<file path="config.mk">
export PLATFORM = sky130hd
export DESIGN_NAME = stream_sequence_tracker
export DESIGN_NICKNAME = d
export VERILOG_FILES = /design/src/sv/sst_pkg.sv /design/src/sv/sst_cell.sv /design/src/sv/stream_sequence_tracker.sv
export SDC_FILE = /design/constraint.sdc
export NUM_CORES = 2
export LEC_CHECK = 0
export BUFFER_PORTS_ARGS = -buffer_cell sky130_fd_sc_hd__buf_2
export CAP_MARGIN = 20
export CORE_UTILIZATION = 56
export CTS_CLUSTER_SIZE = 16
export DETAILED_ROUTE_END_ITERATION = 10
export GPL_TIMING_DRIVEN = 0
export MAX_ROUTING_LAYER = met4
export PLACE_DENSITY = 0.75
export SYNTH_ARGS = -nofsm -noshare
export SYNTH_HDL_FRONTEND = slang
export SYNTH_SLANG_ARGS = --single-unit
</file>
<file path="constraint.sdc">
create_clock -name clk -period 3 [get_ports clk]
set_input_delay 0.45 -clock clk [delete_from_list [all_inputs] [get_ports clk]]
set_output_delay 0.45 -clock clk [all_outputs]
set_load 0.01 [all_outputs]
</file>
<file path="src/sv/sst_pkg.sv">
// shared types and constants for the stream sequence tracker
`timescale 1ns / 1ps
`default_nettype none

package sst_pkg;

    // widths fixed by the stream fields
    localparam int ADDR_W = 32;
    localparam int TS_W   = 32;
    localparam int SEQ_W  = 16;
    localparam int LFSR_W = 32;

    // default table depth
    localparam int STREAM_ENTRIES_DEFAULT = 16;

    // galois lfsr feedback taps
    localparam logic [LFSR_W-1:0] LFSR_TAPS = 32'h8020_0003;

    // seed value that replaces an all-zero seed
    localparam logic [LFSR_W-1:0] LFSR_NONZERO_SEED = 32'h0000_0001;

    // lookup token handed from cell to cell along the chain
    typedef struct packed {
        logic              valid;
        logic [ADDR_W-1:0] address;
        logic [TS_W-1:0]   timestamp;
        logic [TS_W-1:0]   next_timestamp;
        logic              marker;
        logic              done;
        logic              created;
        logic [SEQ_W-1:0]  seq_num;
    } sst_token_t;

endpackage

`default_nettype wire

</file>
<file path="src/sv/sst_cell.sv">
// one table entry of the stream chain with its token stage
`timescale 1ns / 1ps
`default_nettype none

module sst_cell (
    input  wire logic                       clk,
    input  wire logic                       rst_n,
    input  wire sst_pkg::sst_token_t        tok_in,
    input  wire logic [sst_pkg::SEQ_W-1:0]  init_seq,
    output sst_pkg::sst_token_t             tok_out,
    output logic                            claim
);

    logic                          entry_valid_reg;
    logic [sst_pkg::ADDR_W-1:0]    entry_address_reg;
    logic [sst_pkg::SEQ_W-1:0]     entry_seq_reg;
    logic [sst_pkg::TS_W-1:0]      entry_next_ts_reg;
    sst_pkg::sst_token_t           tok_reg;
    sst_pkg::sst_token_t           tok_next;

    logic                          active;
    logic                          hit;
    logic                          gap;
    logic [sst_pkg::SEQ_W-1:0]     hit_seq;

    // match against this entry while the token is still unresolved
    assign active  = tok_in.valid && !tok_in.done;
    assign hit     = active && entry_valid_reg && (entry_address_reg == tok_in.address);
    assign claim   = active && !entry_valid_reg;
    assign gap     = (tok_in.timestamp != entry_next_ts_reg) && !tok_in.marker;
    assign hit_seq = entry_seq_reg + {{(sst_pkg::SEQ_W-1){1'b0}}, 1'b1}
                   + {{(sst_pkg::SEQ_W-1){1'b0}}, gap};

    // resolve the token here on a hit or on the first free entry
    always_comb
    begin
        tok_next = tok_in;
        if (hit)
        begin
            tok_next.done    = 1'b1;
            tok_next.created = 1'b0;
            tok_next.seq_num = hit_seq;
        end
        else if (claim)
        begin
            tok_next.done    = 1'b1;
            tok_next.created = 1'b1;
            tok_next.seq_num = init_seq;
        end
    end

    // entry valid bit, set once when the entry is claimed
    always_ff @(posedge clk or negedge rst_n)
    begin
        if (!rst_n)
        begin
            entry_valid_reg <= 1'b0;
        end
        else if (claim)
        begin
            entry_valid_reg <= 1'b1;
        end
    end

    // entry contents
    always_ff @(posedge clk)
    begin
        if (claim)
        begin
            entry_address_reg <= tok_in.address;
            entry_seq_reg     <= init_seq;
            entry_next_ts_reg <= tok_in.next_timestamp;
        end
        else if (hit)
        begin
            entry_seq_reg     <= hit_seq;
            entry_next_ts_reg <= tok_in.next_timestamp;
        end
    end

    // token stage toward the next cell
    always_ff @(posedge clk or negedge rst_n)
    begin
        if (!rst_n)
        begin
            tok_reg <= '0;
        end
        else
        begin
            tok_reg <= tok_next;
        end
    end

    assign tok_out = tok_reg;

endmodule

`default_nettype wire

</file>
<file path="src/sv/stream_sequence_tracker.sv">
// top level of the stream sequence tracker: cell chain, lfsr and result stage
//
//  channel  direction  handshake                 payload
//  -------  ---------  ------------------------  ---------------------------------------
//  in       input      in_valid / in_ready       source_address, packet_timestamp,
//                                                expected_next_timestamp, marker
//  out      output     out_valid / out_ready     sequence_number, stream_created, table_full
//  cfg      input      cfg_write_en              cfg_write_data (random seed)
//
// one item is in the chain at a time; its result moves one cell per cycle through the
// token stages of all STREAM_ENTRIES cells, then through the pending stage into the
// output register, and in_ready rises in the same cycle that the output register loads.
// a waiting result blocks the next item only while it still sits in the pending stage.
// reset clears all entry valid bits at once and loads the lfsr with 1; no clearing pass.
// a stalled output holds its result; the chain itself never stalls.
`timescale 1ns / 1ps
`default_nettype none

module stream_sequence_tracker #(
    parameter int STREAM_ENTRIES = sst_pkg::STREAM_ENTRIES_DEFAULT
) (
    input  wire logic                         clk,
    input  wire logic                         rst_n,
    input  wire logic                         cfg_write_en,
    input  wire logic [sst_pkg::LFSR_W-1:0]   cfg_write_data,
    input  wire logic                         in_valid,
    output logic                              in_ready,
    input  wire logic [sst_pkg::ADDR_W-1:0]   source_address,
    input  wire logic [sst_pkg::TS_W-1:0]     packet_timestamp,
    input  wire logic [sst_pkg::TS_W-1:0]     expected_next_timestamp,
    input  wire logic                         marker,
    output logic                              out_valid,
    input  wire logic                         out_ready,
    output logic [sst_pkg::SEQ_W-1:0]         sequence_number,
    output logic                              stream_created,
    output logic                              table_full
);

    sst_pkg::sst_token_t            tok_chain [STREAM_ENTRIES+1];
    logic [STREAM_ENTRIES-1:0]      claim_vec;
    logic [STREAM_ENTRIES-1:0]      tok_valid_vec;
    logic                           claim_any;
    logic                           in_xfer;
    logic                           pend_move;
    sst_pkg::sst_token_t            tok_last;

    logic                           busy_reg;
    logic                           pend_valid_reg;
    logic [sst_pkg::SEQ_W-1:0]      pend_seq_reg;
    logic                           pend_new_reg;
    logic                           pend_full_reg;
    logic                           out_valid_reg;
    logic [sst_pkg::SEQ_W-1:0]      out_seq_reg;
    logic                           out_new_reg;
    logic                           out_full_reg;
    logic [sst_pkg::LFSR_W-1:0]     lfsr_reg;
    logic [sst_pkg::LFSR_W-1:0]     lfsr_step;

    assign in_ready = !busy_reg;
    assign in_xfer  = in_valid && in_ready;

    // token entering the chain
    always_comb
    begin
        tok_chain[0]                = '0;
        tok_chain[0].valid          = in_xfer;
        tok_chain[0].address        = source_address;
        tok_chain[0].timestamp      = packet_timestamp;
        tok_chain[0].next_timestamp = expected_next_timestamp;
        tok_chain[0].marker         = marker;
    end

    // galois lfsr step, used as the first sequence number of a new stream
    assign lfsr_step = {1'b0, lfsr_reg[sst_pkg::LFSR_W-1:1]}
                     ^ (lfsr_reg[0] ? sst_pkg::LFSR_TAPS : '0);

    // chain of entry cells
    for (genvar g = 0; g < STREAM_ENTRIES; g++)
    begin : g_cell
        sst_cell u_cell (
            .clk      (clk),
            .rst_n    (rst_n),
            .tok_in   (tok_chain[g]),
            .init_seq (lfsr_step[sst_pkg::SEQ_W-1:0]),
            .tok_out  (tok_chain[g+1]),
            .claim    (claim_vec[g])
        );
        assign tok_valid_vec[g] = tok_chain[g+1].valid;
    end

    assign claim_any = |claim_vec;
    assign tok_last  = tok_chain[STREAM_ENTRIES];

    // lfsr: reloaded on a seed write, stepped once per new stream
    always_ff @(posedge clk or negedge rst_n)
    begin
        if (!rst_n)
        begin
            lfsr_reg <= sst_pkg::LFSR_NONZERO_SEED;
        end
        else if (cfg_write_en)
        begin
            lfsr_reg <= (cfg_write_data == '0) ? sst_pkg::LFSR_NONZERO_SEED : cfg_write_data;
        end
        else if (claim_any)
        begin
            lfsr_reg <= lfsr_step;
        end
    end

    assign pend_move = pend_valid_reg && (!out_valid_reg || out_ready);

    // busy from acceptance until the result reaches the output register
    always_ff @(posedge clk or negedge rst_n)
    begin
        if (!rst_n)
        begin
            busy_reg <= 1'b0;
        end
        else if (in_xfer)
        begin
            busy_reg <= 1'b1;
        end
        else if (pend_move)
        begin
            busy_reg <= 1'b0;
        end
    end

    // pending result at the end of the chain
    always_ff @(posedge clk or negedge rst_n)
    begin
        if (!rst_n)
        begin
            pend_valid_reg <= 1'b0;
        end
        else if (tok_last.valid)
        begin
            pend_valid_reg <= 1'b1;
        end
        else if (pend_move)
        begin
            pend_valid_reg <= 1'b0;
        end
    end

    always_ff @(posedge clk)
    begin
        if (tok_last.valid)
        begin
            pend_seq_reg  <= tok_last.done ? tok_last.seq_num : '0;
            pend_new_reg  <= tok_last.created;
            pend_full_reg <= !tok_last.done;
        end
    end

    // output register
    always_ff @(posedge clk or negedge rst_n)
    begin
        if (!rst_n)
        begin
            out_valid_reg <= 1'b0;
        end
        else if (pend_move)
        begin
            out_valid_reg <= 1'b1;
        end
        else if (out_ready)
        begin
            out_valid_reg <= 1'b0;
        end
    end

    always_ff @(posedge clk)
    begin
        if (pend_move)
        begin
            out_seq_reg  <= pend_seq_reg;
            out_new_reg  <= pend_new_reg;
            out_full_reg <= pend_full_reg;
        end
    end

    assign out_valid       = out_valid_reg;
    assign sequence_number = out_seq_reg;
    assign stream_created  = out_new_reg;
    assign table_full      = out_full_reg;

    // checks
    a_single_token: assert property (@(posedge clk) disable iff (!rst_n)
        $onehot0(tok_valid_vec))
        else $error("more than one token in the cell chain");

    a_single_claim: assert property (@(posedge clk) disable iff (!rst_n)
        $onehot0(claim_vec))
        else $error("more than one cell claimed an entry");

    a_pend_busy: assert property (@(posedge clk) disable iff (!rst_n)
        pend_valid_reg |-> busy_reg)
        else $error("pending result without an item in progress");

    a_pend_free: assert property (@(posedge clk) disable iff (!rst_n)
        tok_last.valid |-> !pend_valid_reg)
        else $error("chain result arrived while pending stage full");

    a_lfsr_nonzero: assert property (@(posedge clk) disable iff (!rst_n)
        lfsr_reg != '0)
        else $error("lfsr locked at zero");

endmodule

`default_nettype wire
</file>
; After elaboration in Yosys (flattened, before gate mapping)
; Index checks and enable logic that the tools add are counted.
[word_totals]
ff_bits = 3126
in_bits = 134
out_inout_bits = 20
wordCells = 522
[classes]
addsub = 32
eq_ne = 32
n_mux = 105
bitwise_logic = 1
reduce_logical = 154
[op_table]
columns = op, count
row1 = 32-bit 2-to-1 mux, 36
row2 = 18-bit 2-to-1 mux, 32
row3 = 32-bit equality test, 16
row4 = 16-bit 2-to-1 mux, 32
row5 = 32-bit != test, 16
row6 = 16-bit by 1-bit adder with 16-bit output, 16
row7 = "16-bit by 1-bit adder with 16-bit output, second input constant", 16
row8 = 1-bit logical AND, 81
row9 = 1-bit logical NOT, 50
row10 = 2-bit nonzero test, 20
row11 = 32-bit logical NOT, 1
row12 = 31-bit by 32-bit XOR with 32-bit output, 1
row13 = 16-bit OR reduction, 1
row14 = 1-bit 2-to-1 mux, 5
row15 = 1-bit logical OR, 1

; Depth between registers and ports, before layout
[depth]
ltp_word = 6
ltp_mapped = 12
ltp_nobuf = 12

; Cells and area by module
; From an unflattened synthesis, not the netlist that was laid out.
[unflattened]
cells_unflattened = 6693
area_unflattened_um2 = 112800.7
[by_module_without_submodules]
columns = module, instances, cells_each, area_per_inst_um2, seq_area_each_um2
row1 = sst_cell (g_cell[11].u_cell ...), 11, 403, 6859.1, 5330.1
row2 = sst_cell (g_cell[0].u_cell ...), 5, 406, 6874.1, 5330.1
row3 = stream_sequence_tracker, 1, 230, 2980.4, 1958.1

; Least setup slack after synthesis
; No wires, ideal clock.
[synth_timing]
kind = input to register
start = input source_address[19] (netlist bit)
end = register g_cell[0].u_cell.entry_next_ts_reg[0] (netlist bit) (enable)
setup_time_ns = 0.407
arrival_time_ns = 2.762
t_required_ns = 2.593
path_slack_ns = -0.169
path_stages = 7
path_buffers = 2
cell_sequence = xor2_1 nor4_1 nand3_1 or4_1 clkbuf_1 buf_2 nand2_1
[synth_between]
elab_chain_cells = 3
[synth_lines]
columns = element, line_no
row1 = "start, declared", stream_sequence_tracker.sv:28  ; input wire logic [sst_pkg::ADDR_W-1:0] source_address,
row2 = 32-bit equality test, sst_cell.sv:28  ; assign hit = active && entry_valid_reg && (entry_address_reg == tok_in.address);
row3 = 1-bit logical AND, sst_cell.sv:28
row4 = 2-bit nonzero test (no line), --
row5 = "end signal, assigned", sst_cell.sv:72  ; entry_next_ts_reg <= tok_in.next_timestamp;
row6 = "end signal, assigned", sst_cell.sv:77  ; entry_next_ts_reg <= tok_in.next_timestamp;
row7 = "end, declared", sst_cell.sv:17  ; logic [sst_pkg::TS_W-1:0] entry_next_ts_reg;
; Every way passes these cells.
; A chain may end at the register's enable or synchronous reset.

; Final worst setup path
[layout_timing]
start = register g_cell[3].u_cell.entry_next_ts_reg[17] (netlist bit)
end = register g_cell[3].u_cell.entry_seq_reg[14] (netlist bit), data pin
[layout_between]
elab_chain_cells = 5
[layout_lines]
columns = element, line_no
row1 = "start, declared", sst_cell.sv:17
row2 = "start signal, assigned", sst_cell.sv:72
row3 = "start signal, assigned", sst_cell.sv:77
row4 = 32-bit != test, sst_cell.sv:30  ; assign gap = (tok_in.timestamp != entry_next_ts_reg) && !tok_in.marker;
row5 = 1-bit logical AND, sst_cell.sv:30
row6 = 16-bit by 1-bit adder with 16-bit output, sst_cell.sv:32  ; + {{(sst_pkg::SEQ_W-1){1'b0}}, gap};
row7 = 16-bit 2-to-1 mux, sst_cell.sv:74  ; else if (hit)
row8 = 16-bit 2-to-1 mux, sst_cell.sv:68  ; if (claim)
row9 = "end signal, assigned", sst_cell.sv:71  ; entry_seq_reg <= init_seq;
row10 = "end signal, assigned", sst_cell.sv:76  ; entry_seq_reg <= hit_seq;
row11 = "end, declared", sst_cell.sv:16  ; logic [sst_pkg::SEQ_W-1:0] entry_seq_reg;
; Every way passes these cells. The select of a mux whose other input is x is not followed.

==> flow_summary.toml <==
[outcome]
run_status = "finished clean"

[synth]
ys_ff_latch = 3126
ys_warn_count = 0
synthCells = 6630
synth_area_leaders = "dfrtp_1 (41%), edfxtp_1 (36%), xor2_1 (5.8%), xnor2_1 (4.1%), mux2i_1 (4.0%)"
ys_types = 42
yosys.area.top_type = "dfrtp_1"
synth_flop_cell = "dfrtp_1"
synthArstFlopShare_pct = 57.9
syn_nets = 6796
synth_edf_count = 1316
synth_top_cell_area_share_pct = 41.2
avgSynthCellArea_um2 = 16.6
netlist_area_um2 = 110000
synth-seq-area-share_pct = 77.1

[detailed_routing]
wl_mm = 218
wire_per_inst_um = 21.5
drc_errors = 0
drtAntennaViolNets = 0
via_per_inst = 5.31
first_pass_iters = 6
drt_iter0_drc = 3611
num_vias = 53900

[global_route]
use_met2_pct = 38.4
grtUsageMet3_pct = 3.22
grt_max_degree = 174
grt_pass1_wl_mm = 337
grt_usage_pct = 23.1
grt_busiest_layer = "met2"
antenna_found_initial = 5
met1_usage_pct = 29.3
first_global_vias = 57800
overflow = 0

[job]
max_cap_violations = 0

[placed_design]
placed_cells = 9435
io_buffers = 152
gp_congestion = 0.905
hpwlAfterDp_mm = 145

[sta]
tightest_slew_ns = 1.17
finalClockSkew_ns = 0.0681
post-route-min-period_ns = 2.97
hold_ws_ns = 0.0433
hold_viol_final = 0
fmax_ghz = 0.336
rsz0062_at_grt = "yes"
report.final.slew_viol_count = 0
slew_headroom_pct = 21.8
post-route-period-util_pct = 99.1
setup_viol = 0
finalSetupTns_ns = 0

[setup_path]
setup.worst_path.class = "flop to flop"
cp_num_buf_inv = 1
slowest_delay_ns = 0.41
reg2reg_depth = 11
worst_setup_path_start_kind = "flop"
path_max_fanout = 5
r2r-start = "g_cell[3].u_cell.entry_next_ts_reg[17]"
worst_setup_path_end_kind = "flop"
rr_endpoint = "g_cell[3].u_cell.entry_seq_reg[14]"
arrival_ns = 3.63
path_cells = "xnor2_2, nand4_1, nor4_4, a41o_2, ha_4, inv_2, ha_4, and3_4, nor3b_4, xnor2_2, a21oi_2"
cp.required_ns = 3.65
cpLargestDelayFamily = "simple AND/OR/NAND/NOR gates"
crit_path_top_delay_cell = "edfxtp_1"
rrSetupSlack_ns = 0.03

[floorplan]
coreArea_um2 = 195000
dieArea_um2 = 198000
rows = 162
initial_core_util_pct = 56.4
die_x_um = 445
ioPinCount = 154
die_y_um = 445

[final_layout]
areaGrowthSynthToFinish_pct = 15.8
largest_register_ff_count = 1759
instances_no_fill = 10100
final_common_cell = "dfrtp_1"
layout.nets = 7444
layout_common_cells = "dfrtp_1 (1809), edfxtp_1 (1316), xor2_1 (727)"
drive_above_1_share_pct = 12.5
nFillCells = 12800

[cts]
clk_pin_slew_ns = 0.06
cts_made_buffers = 315
tritoncts = "yes"
clockBufferDepth = 4
cts_root_buffer = "clkbuf_16"
clk_latency_ns = 0.95
clock_sinks = 3126
cts-htree-levels = 5

[power_and_ir_drop]
power.density_nw_per_um2 = 755
pwr-share-clk_pct = 40.3
p_int_w = 0.0731
ir_worst_vdd_v = 0.000504
p_leak_nw = 49.7
netSwitchingFraction_pct = 24.0
pwr-share-seq_pct = 51.0
p_sw_w = 0.0231
comb_power_share_pct = 8.7

[hold_path]
worstHoldPathType = "input pin to asynchronous set/reset pin"
worst max path at each step:
stage / startpoint / end / cells after the start
2_1_floorplan: g_cell[3].u_cell.tok_out[17] / g_cell[4].u_cell.entry_next_ts_reg[0] / 5
3_3_place_gp: rst_n / g_cell[0].u_cell.tok_out[87] / 1
3_5_place_dp: packet_timestamp[31] / g_cell[0].u_cell.entry_seq_reg[10] / 13
4_1_cts: g_cell[13].u_cell.tok_out[69] / g_cell[14].u_cell.entry_seq_reg[10] / 12
5_1_grt: g_cell[4].u_cell.entry_next_ts_reg[1] / g_cell[4].u_cell.entry_seq_reg[12] / 12
6_report: g_cell[3].u_cell.entry_next_ts_reg[17] / g_cell[3].u_cell.entry_seq_reg[14] / 11
power groups by stage:
stage	Sequential, W	Clock [W]	Combinational (W)
floorplan	0.0493	0	0.00414
global placement	0.0498	0	0.00759
detailed placement	0.0499	0	0.00800
CTS	0.0491	0.0395	0.00823
global route	0.0494	0.0411	0.00893
finish	0.0491	0.0388	0.00834
cells in the mapped netlist (16+ instances only):
master and count:
nor4_1 188, edfxtp_1 1316, clkbuf_1 101, xnor2_1 519
mux2i_1 437, dfrtp_1 1809, nor2b_1 19, a21oi_1 255
mux2_2 46, nand2b_1 33, buf_1 32, nand2_1 90
xor2_1 733, or2_2 28, mux2_1 29, and3_1 22
and2_1 22, or3_1 20, o21ai_0 30, nand3_1 141
nor2_1 346, nand4_1 162, buf_2 42, inv_1 45
nor3_1 51, ha_1 32, a41o_1 16
per-layer routing:
metal,vias to the layer above,routed length [um],part of all wire (%)
li1,24600,-,-
met1,27500,89300,41
met2,1361,112000,51
met3,405,9830,4.5
met4,0,7050,3.2
met5,-,0,0
logic make-up (layout without fill, tap and decap cells):
logic type                 count (synthesis)  in the layout  share of synthesized area [%]
xor gates and xnor gates                1252           1252                           9.97
and+or+nand+nor                         1143           1149                           5.34
muxes                                    512            512                           4.74
buffers and inverters                    242           1125                          0.897
other                                      0              3                              0
adders and majority gates                 32             32                          0.364
AOI/OAI and AO/OA                        323            323                           1.58
DFF                                     3126           3126                           77.1
what timing repair did:
item | CTS | global route
setup buffers | 1 | 11
hold buffers | 133 | 0
gates cloned | 3 | 4
setup endpoints to repair | 719 | 393
gates resized for setup | 83 | 80
endpoints found under the hold margin | 479 | 0
pin swaps | 25 | 75
through the flow:
step	instance area (um2)	setup slack (ns)	total power (W)	utilization, %
6_report	127000	0.0272	0.0962	65.3
3_5_place_dp	115000	-0.809	0.0579	58.8
2_1_floorplan	110000	0.0125	0.0535	-
4_1_cts	127000	-0.00429	0.0968	65.0
5_1_grt	127000	-0.0437	0.0994	65.3
3_3_place_gp	114000	-36.99	0.0574	58.5
final cells by class:
type,instances,area (um2),share of cell area [%]
Sequential cell,3126,84800,66.6
Multi-Input combinational cell,3268,25200,19.7
Antenna cell,3,7.51,0.00589
Clock buffer,433,8930,7.01
Buffer,180,767,0.602
Clock inverter,125,1350,1.06
Inverter,60,225,0.177
Tap cell,2624,3280,2.58
Timing Repair Buffer,327,2870,2.26
Note: power is estimated with default switching activity, not from simulation.
